--- config.mk ---
export PLATFORM = sky130hd
export DESIGN_NAME = error_keyword_classifier_unit
export DESIGN_NICKNAME = d
export VERILOG_FILES = /design/src/rtl/core/ekc_pkg.sv /design/src/rtl/core/ekc_match.sv /design/src/rtl/core/error_keyword_classifier_unit.sv
export SDC_FILE = /design/constraint.sdc
export NUM_CORES = 1
export LEC_CHECK = 0
export CAP_MARGIN = 30
export CORE_MARGIN = 3
export CORE_UTILIZATION = 35
export DETAILED_ROUTE_END_ITERATION = 12
export DONT_BUFFER_PORTS = 1
export SYNTH_ARGS = -nofsm -noshare
export SYNTH_HDL_FRONTEND = slang
export SYNTH_SLANG_ARGS = --single-unit
export TNS_END_PERCENT = 30
--- constraint.sdc ---
create_clock -name clk -period 9.1 [get_ports clk]
set_input_delay 0 -clock clk [delete_from_list [all_inputs] [get_ports clk]]
set_output_delay 0 -clock clk [all_outputs]
set_load 0.01 [all_outputs]
--- src/rtl/core/ekc_pkg.sv ---
// ----------------------------------------------------------------------------
// ekc_pkg
// Shared types and constants for the error keyword classifier: keyword text
// and length tables, class codes and the per-message state record.
// ----------------------------------------------------------------------------
package ekc_pkg;

	localparam int KW_COUNT = 16;
	localparam int KW_BYTES = 16;

	localparam logic [3:0] POS_SAT     = 4'd12;
	localparam logic [7:0] CHAR_SPACE  = 8'h20;
	localparam logic [4:0] CLASS_NONE    = 5'd0;
	localparam logic [4:0] CLASS_UNKNOWN = 5'd17;

	typedef logic [KW_BYTES*8-1:0] kw_text_t;

	// keyword text right-justified: last character in the lowest byte
	localparam kw_text_t KW_TEXT [KW_COUNT] = '{
		kw_text_t'("ERR"),      kw_text_t'("BUSYGROUP"), kw_text_t'("NOGROUP"),
		kw_text_t'("WRONGTYPE"), kw_text_t'("NOAUTH"),   kw_text_t'("MOVED"),
		kw_text_t'("ASK"),      kw_text_t'("TRYAGAIN"),  kw_text_t'("CLUSTERDOWN"),
		kw_text_t'("READONLY"), kw_text_t'("NOSCRIPT"),  kw_text_t'("LOADING"),
		kw_text_t'("OOM"),      kw_text_t'("EXECABORT"), kw_text_t'("MASTERDOWN"),
		kw_text_t'("MISCONF")
	};

	localparam logic [3:0] KW_LEN [KW_COUNT] = '{
		4'd3, 4'd9, 4'd7, 4'd9, 4'd6, 4'd5, 4'd3, 4'd8,
		4'd11, 4'd8, 4'd8, 4'd7, 4'd3, 4'd9, 4'd10, 4'd7
	};

	typedef struct packed {
		logic                reply_is_error;
		logic                has_char;
		logic [7:0]          char_byte;
		logic                last_char;
	} item_t;

	typedef struct packed {
		logic [3:0]          pos;
		logic [KW_COUNT-1:0] alive;
		logic [KW_COUNT-1:0] matched;
		logic                is_err;
	} msg_state_t;

endpackage

--- src/rtl/core/ekc_match.sv ---
// ----------------------------------------------------------------------------
// ekc_match
// Next-state and class logic: compares one character against all sixteen
// keywords in parallel and derives the class code for a closing item.
// ----------------------------------------------------------------------------
module ekc_match (
	input  ekc_pkg::msg_state_t state_cur,
	input  ekc_pkg::item_t      item,
	output ekc_pkg::msg_state_t state_nxt,
	output logic [4:0]          error_class
);

	logic [ekc_pkg::KW_COUNT-1:0] done;

	always_comb begin
		logic [3:0] idx;
		logic [7:0] kw_char;
		idx     = '0;
		kw_char = '0;
		state_nxt = state_cur;
		// error flag is resampled until the first character is taken
		if (state_cur.pos == 4'd0) begin
			state_nxt.is_err = item.reply_is_error;
		end
		if (item.has_char) begin
			for (int k = 0; k < ekc_pkg::KW_COUNT; k++) begin
				idx     = ekc_pkg::KW_LEN[k] - 4'd1 - state_cur.pos;
				kw_char = ekc_pkg::KW_TEXT[k][{idx, 3'b000} +: 8];
				if (state_cur.alive[k]) begin
					if (state_cur.pos < ekc_pkg::KW_LEN[k]) begin
						if (kw_char != item.char_byte) begin
							state_nxt.alive[k] = 1'b0;
						end
					end else begin
						if (state_cur.pos == ekc_pkg::KW_LEN[k] &&
						    item.char_byte == ekc_pkg::CHAR_SPACE) begin
							state_nxt.matched[k] = 1'b1;
						end
						state_nxt.alive[k] = 1'b0;
					end
				end
			end
			if (state_cur.pos < ekc_pkg::POS_SAT) begin
				state_nxt.pos = state_cur.pos + 4'd1;
			end
		end
	end

	always_comb begin
		for (int k = 0; k < ekc_pkg::KW_COUNT; k++) begin
			done[k] = state_nxt.matched[k] |
			          (state_nxt.alive[k] & (state_nxt.pos == ekc_pkg::KW_LEN[k]));
		end
		error_class = ekc_pkg::CLASS_UNKNOWN;
		// lowest code wins
		for (int k = ekc_pkg::KW_COUNT - 1; k >= 0; k--) begin
			if (done[k]) begin
				error_class = 5'(k + 1);
			end
		end
		if (!state_nxt.is_err) begin
			error_class = ekc_pkg::CLASS_NONE;
		end
	end

endmodule

--- src/rtl/core/error_keyword_classifier_unit.sv ---
// ----------------------------------------------------------------------------
// error_keyword_classifier_unit
// Classifies a server error reply by its leading keyword, one character per
// word, giving one class code on the last word of each message.
//
//  channel  | dir | tdata             | tuser                         | tlast
//  ---------+-----+-------------------+-------------------------------+----------
//  s_axis   | in  | [7:0] char_byte   | [0] reply_is_error [1] has_char | last_char
//  m_axis   | out | [4:0] error_class | -                             | -
//
// One word per cycle while the input is not stalled: an input register, one
// pass of keyword compare logic, and a result register. A word waits in the
// input register until it advances into the message state; a closing word's
// class code is registered at that same edge. Only a closing word waits on a
// full result register, so the input stalls only while m_tready holds off.
// arst_n clears the message state, the input stage and the output.
// ----------------------------------------------------------------------------
module error_keyword_classifier_unit (
	input  logic       clk,
	input  logic       arst_n,
	input  logic       s_tvalid,
	output logic       s_tready,
	input  logic [7:0] s_tdata,   // [7:0] char_byte
	input  logic [1:0] s_tuser,   // [0] reply_is_error, [1] has_char
	input  logic       s_tlast,   // last_char
	output logic       m_tvalid,
	input  logic       m_tready,
	output logic [7:0] m_tdata    // [4:0] error_class, [7:5] zero
);

	ekc_pkg::item_t      item_s1;
	logic                valid_s1;
	logic                adv_s1;
	ekc_pkg::msg_state_t state_q;
	ekc_pkg::msg_state_t state_nxt;
	logic [4:0]          class_nxt;
	logic [4:0]          class_q;
	logic                out_valid_q;

	// a non-closing word never needs the result register
	assign adv_s1   = valid_s1 && (!item_s1.last_char || !out_valid_q || m_tready);
	assign s_tready = !valid_s1 || adv_s1;

	always_ff @(posedge clk or negedge arst_n) begin
		if (!arst_n) begin
			valid_s1 <= 1'b0;
		end else if (s_tready) begin
			valid_s1 <= s_tvalid;
		end
	end

	always_ff @(posedge clk) begin
		if (s_tvalid && s_tready) begin
			item_s1.reply_is_error <= s_tuser[0];
			item_s1.has_char       <= s_tuser[1];
			item_s1.char_byte      <= s_tdata;
			item_s1.last_char      <= s_tlast;
		end
	end

	ekc_match u_match (
		.state_cur   (state_q),
		.item        (item_s1),
		.state_nxt   (state_nxt),
		.error_class (class_nxt)
	);

	always_ff @(posedge clk or negedge arst_n) begin
		if (!arst_n) begin
			state_q.pos     <= 4'd0;
			state_q.alive   <= '1;
			state_q.matched <= '0;
			state_q.is_err  <= 1'b0;
		end else if (adv_s1) begin
			if (item_s1.last_char) begin
				state_q.pos     <= 4'd0;
				state_q.alive   <= '1;
				state_q.matched <= '0;
				state_q.is_err  <= 1'b0;
			end else begin
				state_q <= state_nxt;
			end
		end
	end

	always_ff @(posedge clk or negedge arst_n) begin
		if (!arst_n) begin
			out_valid_q <= 1'b0;
		end else if (adv_s1 && item_s1.last_char) begin
			out_valid_q <= 1'b1;
		end else if (m_tready) begin
			out_valid_q <= 1'b0;
		end
	end

	always_ff @(posedge clk) begin
		if (adv_s1 && item_s1.last_char) begin
			class_q <= class_nxt;
		end
	end

	assign m_tvalid = out_valid_q;
	assign m_tdata  = {3'b000, class_q};

endmodule

### Word-level counts from Yosys, hierarchy flattened

Cells that the tools add are included.

| storage, ports and cells | value |
|---|---|
| flip-flop bits (word level) | 55 |
| input bits | 15 |
| output and inout port bits | 10 |
| word-level logic and storage cells | 256 |

| operators by class | value |
|---|---|
| add/subtract/negate cells | 9 |
| magnitude comparators | 9 |
| eq/ne operators | 33 |
| shifts and indexed selects | 16 |
| muxes and demuxes | 118 |
| bitwise operators | 33 |
| reductions and logical operators | 23 |

Operators with widths:

| kind | count |
|---|---|
| variable part select 128 x 8 -> 8 bit, first input constant | 16 |
| inequality test 8 bit | 16 |
| 2-to-1 mux 1 bit | 101 |
| 2-to-1 mux 37 bit | 1 |
| 2-to-1 mux 36 bit | 1 |
| 2-to-1 mux 4 bit | 9 |
| == test 4 bit, second input constant | 8 |
| == test 4 x 3 -> 1 bit, second input constant | 6 |
| < comparator 4 bit, second input constant | 5 |
| AND 1 bit | 16 |
| bitwise OR 1 bit | 16 |
| OR reduction 16 bit | 1 |
| subtractor 3 x 4 -> 4 bit, first input constant | 4 |
| < comparator 4 x 3 -> 1 bit, second input constant | 3 |
| 2-to-1 mux 3 bit | 4 |
| subtractor 4 bit, first input constant | 3 |
| logical AND 1 bit | 11 |
| == test 4 x 2 -> 1 bit, second input constant | 2 |
| == test 8 x 6 -> 1 bit, second input constant | 1 |
| OR reduction 8 bit | 1 |
| adder 4 x 1 -> 4 bit, second input constant | 1 |
| zero test 4 bit | 1 |
| < comparator 4 x 2 -> 1 bit, second input constant | 1 |
| 2-to-1 mux 2 bit | 2 |
| 7 further kinds | 11 |

### Logic depth before layout (Yosys ltp)

Gate-level depths: netlist of the first run.

| logic depth | value |
|---|---|
| word-level depth | 26 |
| depth in mapped cells | 17 |
| mapped depth without buffers | 13 |

### Cells and area by module

From an unflattened synthesis of the first run, not the netlist that was laid out.

| unflattened totals | value |
|---|---|
| cells, all modules | 864 |
| area total of the unflattened synthesis | 6805.3 sq um |

By module, submodules not included:

| module | times used | cells each | area an instance (sq um) |
|---|---|---|---|
| ekc_match | 1 | 625 | 4076.4 |
| error_keyword_classifier_unit | 1 | 239 | 2728.9 |

### Worst setup path before layout of the first run

No wires, ideal clock.

| timing | value |
|---|---|
| path type | flip-flop to flip-flop |
| start | register state_q[34] (netlist bit) |
| end | register class_q[0] (data pin) |
| setup time | 0.146 ns |
| arrival | 3.724 ns |
| setup slack | 5.230 ns |
| stages on the path, launching flop included | 18 |
| buffers on the path | 4 |
| period minus slack after synthesis | 3.870 ns |
| cells stage by stage | dfrtp_1 > clkbuf_1 > buf_2 > inv_1 > ha_1 > buf_2 > buf_2 > inv_1 > ha_1 > a21boi_0 > o31ai_1 > nand4b_1 > nor4_1 > o2111ai_1 > o211a_1 > a211o_2 > a311o_2 > a21oi_1 |

| between the ends | value |
|---|---|
| longest elaborated chain between the ends | 25 |
| elaborated cells between the ends (all ways) | 222 |
| those cells by class | 9 x add/sub; 9 x order compare; 32 x eq/ne; 16 x shift; 115 x mux; 32 x bitwise; 9 x reduce/logical |

Ends and longest elaborated chain:

| element | RTL line | source |
|---|---|---|
| start: declaration | error_keyword_classifier_unit.sv:34 | `ekc_pkg::msg_state_t state_q;` |
| start signal: assignment | error_keyword_classifier_unit.sv:81 | `state_q <= state_nxt;` |
| subtractor 3 x 4 -> 4 bit | ekc_match.sv:27 | `idx = ekc_pkg::KW_LEN[k] - 4'd1 - state_cur.pos;` |
| variable part select 128 x 8 -> 8 bit | ekc_match.sv:28 | `kw_char = ekc_pkg::KW_TEXT[k][{idx, 3'b000} +: 8];` |
| inequality test 8 bit | ekc_match.sv:31 | `if (kw_char != item.char_byte) begin` |
| 2-to-1 mux 1 bit | ekc_match.sv:31 |  |
| 2-to-1 mux 1 bit | ekc_match.sv:30 | `if (state_cur.pos < ekc_pkg::KW_LEN[k]) begin` |
| 2-to-1 mux 1 bit | ekc_match.sv:29 | `if (state_cur.alive[k]) begin` |
| 2-to-1 mux 36 bit | ekc_match.sv:25 | `if (item.has_char) begin` |
| AND 1 bit | ekc_match.sv:52 | `(state_nxt.alive[k] & (state_nxt.pos == ekc_pkg::KW_LEN[k]));` |
| bitwise OR 1 bit | ekc_match.sv:51 | `done[k] = state_nxt.matched[k] \|` |
| 2-to-1 mux 1 bit | ekc_match.sv:57 | `if (done[k]) begin` |
| 2-to-1 mux 4 bit (8 in series) | ekc_match.sv:57 |  |
| 2-to-1 mux 3 bit (4 in series) | ekc_match.sv:57 |  |
| 2-to-1 mux 2 bit (2 in series) | ekc_match.sv:57 |  |
| 2-to-1 mux 1 bit | ekc_match.sv:57 |  |
| end signal: assignment | error_keyword_classifier_unit.sv:98 | `class_q <= class_nxt;` |
| end: declaration | error_keyword_classifier_unit.sv:37 | `logic [4:0] class_q;` |

Parallel ways exist; a longest one is shown, timed or not.
A chain may end at the register's enable or synchronous reset.

### Worst setup path after layout of the first run

Same ends and word-level chain as after synthesis.

==> results of run 1 <==
[worst reg2reg max path, stage by stage (launching register included)]
cell,delay (ns)
sky130_fd_sc_hd__dfrtp_1,0.88
sky130_fd_sc_hd__inv_1,0.35
sky130_fd_sc_hd__ha_1,0.50
sky130_fd_sc_hd__ha_1,0.73
sky130_fd_sc_hd__mux2_2,0.43
sky130_fd_sc_hd__xnor2_1,0.14
sky130_fd_sc_hd__o41ai_1,0.29
sky130_fd_sc_hd__a22oi_1,0.10
sky130_fd_sc_hd__or4_1,0.60
sky130_fd_sc_hd__a31oi_1,0.32
sky130_fd_sc_hd__and2b_2,0.20
sky130_fd_sc_hd__o31a_2,0.11
sky130_fd_sc_hd__a21oi_1,0.04
[registers in the layout, summed over array words and instances, names as in the netlist]
| register | count |
|---|---|
| item_s1 | 11 |
| state_q | 37 |
| m_tvalid | 1 |
| valid_s1 | 1 |
| class_q | 5 |
[per-stage QoR]
step	util [%]	setup WS (ns)	hold slack, ns
3_5_place_dp	36.2	4.27	-0.294
6_report	38.1	4.17	0.0105
4_1_cts	38.1	4.29	0.0134
5_1_grt	38.1	3.87	0.0557
2_1_floorplan	-	5.23	-0.296
3_3_place_gp	36.2	4.36	-0.294
[power groups by stage]
stage	Sequential [mW]	Clock [mW]	Combinational, mW
floorplan	0.316	0	0.869
global placement	0.324	0	1.06
detailed placement	0.325	0	1.06
CTS	0.320	0.205	1.07
global route	0.326	0.215	1.20
finish	0.321	0.202	1.10
[cell usage in the layout, fill, tap and decap left out, types with 19 or more instances in the layout]
cell type and instances:
sky130_fd_sc_hd__nor2_1 73, sky130_fd_sc_hd__nand2_1 60, sky130_fd_sc_hd__a21oi_1 55, sky130_fd_sc_hd__o21ai_0 51, sky130_fd_sc_hd__xnor2_1 30, sky130_fd_sc_hd__inv_1 27, sky130_fd_sc_hd__nor3_1 25, sky130_fd_sc_hd__dfrtp_1 23
sky130_fd_sc_hd__nand3_1 22, sky130_fd_sc_hd__nor2b_1 21, sky130_fd_sc_hd__ha_1 19
[layout make-up]
| cell class | count | area share, % |
|---|---|---|
| clock inverters | 1 | 0.136 |
| repair buffers | 26 | 3.72 |
| clock buffers | 7 | 2.22 |
| multi-input cells | 636 | 64.8 |
| inverters | 31 | 1.81 |
| flip-flops and latches | 55 | 23.0 |
| well taps | 220 | 4.28 |
[repair_timing]
| action | 4_1_cts | 5_1_grt |
|---|---|---|
| resized for setup | 0 | 0 |
| endpoints found under the hold margin | 52 | 0 |
| hold buffers | 15 | 0 |
[logic make-up after synthesis]
kind of cell	Yosys count
flip-flops	55
adder cells (fa/ha/maj)	19
XOR/XNOR	38
buffers and inverters	94
AO/OA/AOI/OAI	249
multiplexers	16
other	1
AND/OR/NAND/NOR	311
[metal layers]
layer	vias up	share of wire, %	track usage, %
li1	2840	-	-
met1	2842	46	29.9
met2	311	42	30.1
met3	46	8.8	3.86
met4	0	3.1	5.93
met5	-	0	0
[how the worst max path moves through the flow]
stage / from / end / slack (ns) / cells past startpoint
3_5_place_dp: state_q[34] / class_q[0] / 4.27 / 12
2_1_floorplan: state_q[34] / class_q[0] / 5.23 / 17
5_1_grt: state_q[34] / class_q[0] / 3.87 / 13
3_3_place_gp: state_q[34] / class_q[3] / 4.36 / 12
4_1_cts: state_q[34] / class_q[0] / 4.29 / 12
6_report: state_q[34] / class_q[0] / 4.17 / 12
==> Flow_metrics.wiki, run 1 <==
{| class="wikitable"
! Metric !! Value
|-
| Measured slew at the worst slew-check pin || approximately 0.91 ns
|-
| Post-Place Cells || around 950
|-
| Nature of the critical path endpoint || flop
|-
| R2R cell count || 12
|-
| Biggest area contributors in the synthesized netlist || sky130_fd_sc_hd__dfrtp_1 (9.4%), sky130_fd_sc_hd__edfxtp_1 (7.8%), sky130_fd_sc_hd__dfstp_2 (6.8%)
|-
| Initial antenna violation count || 0
|-
| Clock slew seen by the registers of the worst setup and hold paths || 0.07 ns
|-
| Number of fillers in the final layout || 1693
|-
| Slew Limit Headroom || slightly below 40%
|-
| Xor/xnor share of the synthesized area || 5.41%
|-
| Critical hold path startpoint || m_tready
|-
| Number of DRC markers after the initial detailed-route iteration || 779
|-
| Final number of max-transition violations || 0
|-
| Global-route wire length before repair || 31800 µm
|-
| Worst min-delay path category || in -> reg
|-
| Chip Width || about 140 µm
|-
| Outcome || finished clean
|-
| Arrival time at the worst endpoint || 4.98 ns
|-
| Setup TNS after final layout || 0 ns
|-
| Setup slack of the most critical reg-to-reg path || 4.17 ns
|-
| Number of setup violations in the final report || 0
|-
| Cell type with the highest occurrence count on the critical path || sky130_fd_sc_hd__ha_1
|-
| Fin. Hold Viols || 0
|-
| Number of nets with antenna violations after detailed routing || 0
|-
| Crit-path max cell delay || 0.88 ns
|-
| First-pass iteration count of the detailed router || 5
|-
| Clock tree root buffer cell || sky130_fd_sc_hd__clkbuf_16
|-
| Mapped Avg Cell Area || 7.86 µm²
|-
| Power per standard cell area || roughly 250 nW/µm²
|-
| Sinks on Clock Net || 55
|-
| Crit path required time || approximately 9 ns
|-
| Sw frac || 50.4%
|-
| Commonest cells in the synthesized netlist || sky130_fd_sc_hd__nor2_1 (73), sky130_fd_sc_hd__nand2_1 (60), sky130_fd_sc_hd__a21oi_1 (55)
|-
| End point of the most critical hold path || valid_s1
|-
| Comb pwr share || between 60% and 70%
|-
| Fraction of final layout cells sized beyond drive strength 1 || 10.6%
|-
| Async S/R FF share, synth || 70.9%
|-
| Post-synth top flop || sky130_fd_sc_hd__dfrtp_1
|-
| Switching power || 0.818 mW
|-
| Final Total Pwr || 1.62 mW
|-
| Proportion of synthesized area in mux cells || 2.89%
|-
| Number of antenna cells inserted || 0
|-
| Count of buffers from port buffering || 0
|-
| Number of clock buffers inserted by TritonCTS || 5
|-
| Worst supply voltage drop on vdd || 124 µV
|-
| Yosys cell types || 101
|-
| Core Footprint || 16900 µm²
|-
| Number of enable flip-flop cells after synthesis || 16
|-
| Final nets || 789
|-
| Die area || 19200 µm²
|-
| Die Span Y || 139 µm
|-
| Critical path buffer and inverter count || 1
|-
| Fraction of synthesized cell area taken by the top area cell type || 9.36%
|-
| Grt ovf || 0
|-
| Post-layout instance count excluding filler cells || 976
|-
| Pin count of the biggest net entering global routing || 54
|-
| Sequential Area || 1480 µm²
|-
| Via total after detailed routing || 6039
|-
| Clock share of power || 12.4%
|-
| Starting density of the core || 36.4%
|-
| Cell breakdown of the critical path || inv_1 > ha_1 > ha_1 > mux2_2 > xnor2_1 > o41ai_1 > a22oi_1 > or4_1 > a31oi_1 > and2b_2 > o31a_2 > a21oi_1
|-
| Gpl congestion || approximately 0.96
|-
| Number of remaining DRC errors || 0
|-
| Overall routing resource usage || 20.3%
|-
| Worst-case clock buffer depth || 2
|-
| Standard cell with the maximum stage delay on the critical path || sky130_fd_sc_hd__dfrtp_1
|-
| YS warnings || 0
|-
| Portion of the clock cycle consumed by the worst path in the final layout || around 54%
|-
| Sequential area share after synthesis || 24.0%
|-
| Post-DP Area || ~6100 µm²
|-
| Post-synthesis to final-layout area growth || 4.45%
|-
| DP Wirelength || 14200 µm
|-
| Max Fclk || 0.203 GHz
|-
| Via count of the first global-routing pass || 5521
|-
| R2R Path Start || state_q[34]
|-
| Final WL || around 20000 µm
|-
| #FFs+latches synth || 55
|-
| Number of top-level design ports || 25
|-
| Sequential share of power || 19.8%
|-
| Setup bufs post-CTS || 0
|-
| Family of cells with the greatest summed delay on the critical path || adder cells
|-
| Static power due to leakage || between 2 and 2.5 nW
|-
| Vias per cell || 6.19
|-
| Routed len/inst || 20.5 µm
|-
| Element type at the critical path start || flop
|-
| Final critical delay including setup and external delays || 4.93 ns
|-
| Max_cap viols || 0
|-
| Synthesized-area fraction occupied by and/or/nand/nor cells || 27.2%
|-
| Area occupied by multi-input gates || 4170 µm²
|-
| Internal power || between 0.8 and 0.9 mW
|-
| Number of placement rows || 47
|-
| RSZ-0062 raised after global routing || no
|-
| CTS tree || built
|-
| Cell count after synthesis || between 700 and 800
|-
| Library cell occupying the most area in the post-synthesis netlist || sky130_fd_sc_hd__dfrtp_1
|-
| Share of synthesized cell area in full adder, half adder and majority cells || 3.86%
|-
| Category of the critical setup timing path || reg -> reg
|-
| Post-synthesis instance area || 6150 µm²
|-
| Main combinational cell family by area after synthesis || compound AO/OA/AOI/OAI gates
|-
| Hold Path Stages || 2
|-
| Largest driver fanout on the critical path || 26
|-
| Cell area after layout || 6420 µm²
|-
| Maximum clock skew at final layout || 0.00854 ns
|-
| Most frequent cell after synthesis || sky130_fd_sc_hd__nor2_1
|-
| Clock insertion delay at the later pin of the skew report || 0.30 ns
|-
| End of the worst register-to-register path || class_q[0]
|-
| H-tree depth || 2
|-
| Post-synthesis compound-gate area fraction || 28.2%
|}
Note: power is estimated with default switching activity, not from simulation.
==> inputs of run 2 (changes only) <==
ABC_AREA = 1   (was not set)
clock period = 4.8 ns   (was 9.1 ns; I/O delays follow)
==> run 2 against run 1 <==
Effect of this change:
- sequential power is 80% higher
- fmax is 26% higher
- total power is 30% higher
- via count is 13% lower
- die area is 14% lower
- global-route usage is 0.59 points lower
- cell count is 0.82% higher
- largest cell class unchanged
- highest routed layer unchanged
==> Flow_metrics.wiki, run 2 <==
{| class="wikitable"
! Metric !! Value
|-
| Outcome || finished clean (unchanged)
|-
| Element type at the critical path start || flop (unchanged)
|-
| Setup TNS after final layout || 0 ns (unchanged)
|-
| Critical path destination || class_q[0] (unchanged)
|-
| Max Fclk || 0.255 GHz (was 0.203 GHz)
|-
| Crit. Startpoint || state_q[34] (unchanged)
|-
| Number of nets with antenna violations after detailed routing || 0 (unchanged)
|-
| Post-DP Area || 5390 µm² (was 6110 µm²)
|-
| Biggest area contributors in the synthesized netlist || sky130_fd_sc_hd__nand2_1 (15%), sky130_fd_sc_hd__dfrtp_1 (11%), sky130_fd_sc_hd__edfxtp_1 (9.1%) (was sky130_fd_sc_hd__dfrtp_1 (9.4%), sky130_fd_sc_hd__edfxtp_1 (7.8%), sky130_fd_sc_hd__dfstp_2 (6.8%))
|-
| Number of remaining DRC errors || 0 (unchanged)
|-
| Number of antenna cells inserted || 0 (unchanged)
|-
| Static power due to leakage || 2.69 nW (was 2.45 nW)
|-
| Via count of the first global-routing pass || 4890 (was 5521)
|-
| Synthesized-area fraction occupied by and/or/nand/nor cells || 33.8% (was 27.2%)
|-
| Overall routing resource usage || 19.7% (was 20.3%)
|-
| Hold Path Stages || 4 (was 2)
|-
| Number of top-level design ports || 25 (unchanged)
|-
| Count of buffers from port buffering || 0 (unchanged)
|-
| Nature of the critical path endpoint || flop (unchanged)
|-
| Crit path required time || 4.86 ns (was 9.15 ns)
|-
| Standard cell with the maximum stage delay on the critical path || sky130_fd_sc_hd__dfrtp_1 (unchanged)
|-
| Gpl congestion || 0.942 (was 0.964)
|-
| Path length in cells of the critical path || 30 (was 12)
|-
| R2R cell count || 30 (was 12)
|-
| Post-layout instance count excluding filler cells || 984 (was 976)
|-
| Sequential area share after synthesis || 28.0% (was 24.0%)
|-
| First-pass iteration count of the detailed router || 5 (unchanged)
|-
| RSZ-0062 raised after global routing || no (unchanged)
|-
| Final critical-path setup slack || 0.882 ns (was 4.17 ns)
|-
| Crit-path max cell delay || 0.61 ns (was 0.88 ns)
|-
| Library cell occupying the most area in the post-synthesis netlist || sky130_fd_sc_hd__nand2_1 (was sky130_fd_sc_hd__dfrtp_1)
|-
| Number of clock buffers inserted by TritonCTS || 5 (unchanged)
|-
| Tightest hold margin || 0.0603 ns (was 0.0105 ns)
|-
| Post-synthesis to final-layout area growth || 8.59% (was 4.45%)
|-
| Clock tree root buffer cell || sky130_fd_sc_hd__clkbuf_16 (unchanged)
|-
| Final Total Pwr || 2.11 mW (was 1.62 mW)
|-
| End of the worst register-to-register path || class_q[0] (unchanged)
|-
| Sinks on Clock Net || 55 (unchanged)
|-
| Clock slew seen by the registers of the worst setup and hold paths || 0.07 ns (about the same)
|-
| Portion of the clock cycle consumed by the worst path in the final layout || 81.6% (was 54.1%)
|-
| Pre-CTS worst setup slack || 0.941 ns (was 4.27 ns)
|-
| Family of cells with the greatest summed delay on the critical path || simple AND/OR/NAND/NOR gates (was adder cells)
|-
| Setup slack of the most critical reg-to-reg path || 0.88 ns (was 4.17 ns)
|-
| Largest register by flop count || state_q (unchanged)
|-
| Yosys cell types || 55 (was 101)
|-
| Max reg flops || 37 (unchanged)
|-
| Measured slew at the worst slew-check pin || 0.681 ns (was 0.911 ns)
|-
| Worst supply voltage drop on vdd || 230 µV (was 124 µV)
|-
| Main combinational cell family by area after synthesis || simple AND/OR/NAND/NOR gates (was compound AO/OA/AOI/OAI gates)
|-
| Pin count of the biggest net entering global routing || 40 (was 54)
|-
| R2R Path Start || state_q[34] (unchanged)
|-
| Worst min-delay path category || in -> reg (unchanged)
|-
| Cell count after synthesis || 796 (was 783)
|-
| Commonest cells after routing, fill and taps aside || sky130_fd_sc_hd__nand2_1 (214), sky130_fd_sc_hd__inv_1 (91), sky130_fd_sc_hd__nor2_1 (81) (was sky130_fd_sc_hd__nor2_1 (73), sky130_fd_sc_hd__nand2_1 (60), sky130_fd_sc_hd__a21oi_1 (55))
|-
| Chip Width || 129 µm (was 139 µm)
|-
| Number of fillers in the final layout || 1561 (was 1693)
|-
| CTS tree || built (unchanged)
|-
| Die area || 16600 µm² (was 19200 µm²)
|-
| Post-synth top flop || sky130_fd_sc_hd__dfrtp_1 (unchanged)
|-
| Power per standard cell area || 369 nW/µm² (was 252 nW/µm²)
|-
| Final critical delay including setup and external delays || 3.92 ns (was 4.93 ns)
|-
| Final nets || 833 (was 789)
|-
| Post-synthesis instance area || 5270 µm² (was 6150 µm²)
|-
| Grt ovf || 0 (unchanged)
|-
| Category of the critical setup timing path || reg -> reg (unchanged)
|-
| Commonest cells in the synthesized netlist || sky130_fd_sc_hd__nand2_1 (214), sky130_fd_sc_hd__inv_1 (91), sky130_fd_sc_hd__nor2_1 (81) (was sky130_fd_sc_hd__nor2_1 (73), sky130_fd_sc_hd__nand2_1 (60), sky130_fd_sc_hd__a21oi_1 (55))
|-
| Number of placement rows || 44 (was 47)
|-
| Proportion of synthesized area in mux cells || 0% (was 2.89%)
|-
| Share of synthesized cell area in full adder, half adder and majority cells || 4.51% (was 3.86%)
|-
| Async S/R FF share, synth || 70.9% (unchanged)
|-
| Routed len/inst || 16.4 µm (was 20.5 µm)
|-
| Final core area utilization || 39.1% (was 38.1%)
|-
| Post-CTS Resized || 0 (unchanged)
|-
| Initial antenna violation count || 0 (unchanged)
|-
| Critical path buffer and inverter count || 4 (was 1)
|-
| Most common library cell in the layout ignoring fill and taps || sky130_fd_sc_hd__nand2_1 (was sky130_fd_sc_hd__nor2_1)
|-
| Fin. Hold Viols || 0 (unchanged)
|-
| H-tree depth || 2 (unchanged)
|-
| Number of DRC markers after the initial detailed-route iteration || 408 (was 779)
|-
| YS warnings || 0 (unchanged)
|-
| Vias per cell || 5.31 (was 6.19)
|-
| Maximum clock skew at final layout || 0.00614 ns (was 0.00854 ns)
|-
| Final number of max-transition violations || 0 (unchanged)
|-
| Slew Limit Headroom || 54.3% (was 39.2%)
|-
| Post-Place Cells || 961 (was 953)
|-
| Via total after detailed routing || 5226 (was 6039)
|-
| Max_cap viols || 0 (unchanged)
|-
| Fraction of synthesized cell area taken by the top area cell type || 15.2% (was 9.36%)
|-
| Arrival time at the worst endpoint || 3.98 ns (was 4.98 ns)
|-
| #FFs+latches synth || 55 (unchanged)
|-
| Worst-case clock buffer depth || 2 (unchanged)
|-
| Registers with the most flip-flops || state_q x37, item_s1 x11, class_q x5 (unchanged)
|-
| Global-route wire length before repair || 25600 µm (was 31800 µm)
|-
| Fraction of final layout cells sized beyond drive strength 1 || 8.50% (was 10.6%)
|-
| Xor/xnor share of the synthesized area || 5.48% (was 5.41%)
|-
| Number of enable flip-flop cells after synthesis || 16 (unchanged)
|-
| Clock insertion delay at the later pin of the skew report || 0.30 ns (about the same)
|-
| Cell area after layout || 5730 µm² (was 6420 µm²)
|-
| Final WL || 16200 µm (was 20000 µm)
|-
| DP Wirelength || 11800 µm (was 14200 µm)
|-
| Mapped Avg Cell Area || 6.62 µm² (was 7.86 µm²)
|-
| Core Footprint || 14600 µm² (was 16900 µm²)
|-
| Starting density of the core || 36.0% (was 36.4%)
|-
| Largest driver fanout on the critical path || 14 (was 26)
|-
| Most frequent cell after synthesis || sky130_fd_sc_hd__nand2_1 (was sky130_fd_sc_hd__nor2_1)
|-
| Cell type with the highest occurrence count on the critical path || sky130_fd_sc_hd__nand2_1 (was sky130_fd_sc_hd__ha_1)
|-
| Number of setup violations in the final report || 0 (unchanged)
|-
| Post-synthesis compound-gate area fraction || 16.6% (was 28.2%)
|-
| Die Span Y || 129 µm (was 139 µm)
|}
[run 2: cell count changes in the layout (fill, tap and decap cells not counted), sizes merged, moves of 12 or more]
cell    previous run  this run
o21ai             53        65
xor2               8        31
nand3             22        69
nor3              27        11
mux2i             12         0
a21oi             57        25
xnor2             30         2
inv               28        99
nand2b            17         0
nor2b             23         0
nand2             62       219
a31oi             12         0
[run 2: layout make-up]
class | count | area [µm²] | share of cell area (%)
clock buffer | 7 | 164 | 2.86
clock inverter | 1 | 8.76 | 0.153
inverter | 101 | 387 | 6.75
multi-input combinational | 607 | 3190 | 55.8
sequential | 55 | 1480 | 25.8
tap | 184 | 230 | 4.02
timing repair buffer | 29 | 265 | 4.63
[run 2: power by group]
group	switching (mW)	internal, mW
Sequential	0.0420	0.536
Clock	0.175	0.242
Combinational	0.745	0.374
[run 2: kinds of logic after synthesis]
family / after synthesis
simple gates: 409
flops: 55
other cells: 1
compound gates: 143
buf+inv: 136
xor+xnor: 33
fa+ha+maj: 19
[run 2: worst min path at each step]
stage / to / from / slack, ns
after floorplan: m_tvalid / arst_n / -0.30
after global placement: state_q[2] / arst_n / -0.29
after detailed placement: state_q[3] / arst_n / -0.29
after CTS: state_q[19] / m_tready / 0.06
after global routing: state_q[19] / m_tready / 0.08
final: state_q[19] / m_tready / 0.06
[run 2: tightest hold or removal path, delay by kind of cell]
kind | cells | cell delay [ns]
compound gates | 1 | 0.05
buf+inv | 1 | 0.17
simple gates | 2 | 0.13
[run 2: per-layer routing]
| metal | share of wire [%] | vias up | routed length [µm] | global-route usage (%) |
|---|---|---|---|---|
| met5 | 0 | - | 0 | 0 |
| met4 | 3.8 | 0 | 622 | 7.72 |
| met3 | 6.3 | 43 | 1030 | 3.11 |
| met2 | 43 | 197 | 6870 | 29.0 |
| met1 | 47 | 2377 | 7640 | 28.8 |
| li1 | - | 2609 | - | - |
[run 2: repair_timing]
item / 4_1_cts / 5_1_grt
buffers inserted: 0 / 0
hold endpoints to repair: 52 / 0
hold buffers: 15 / 0
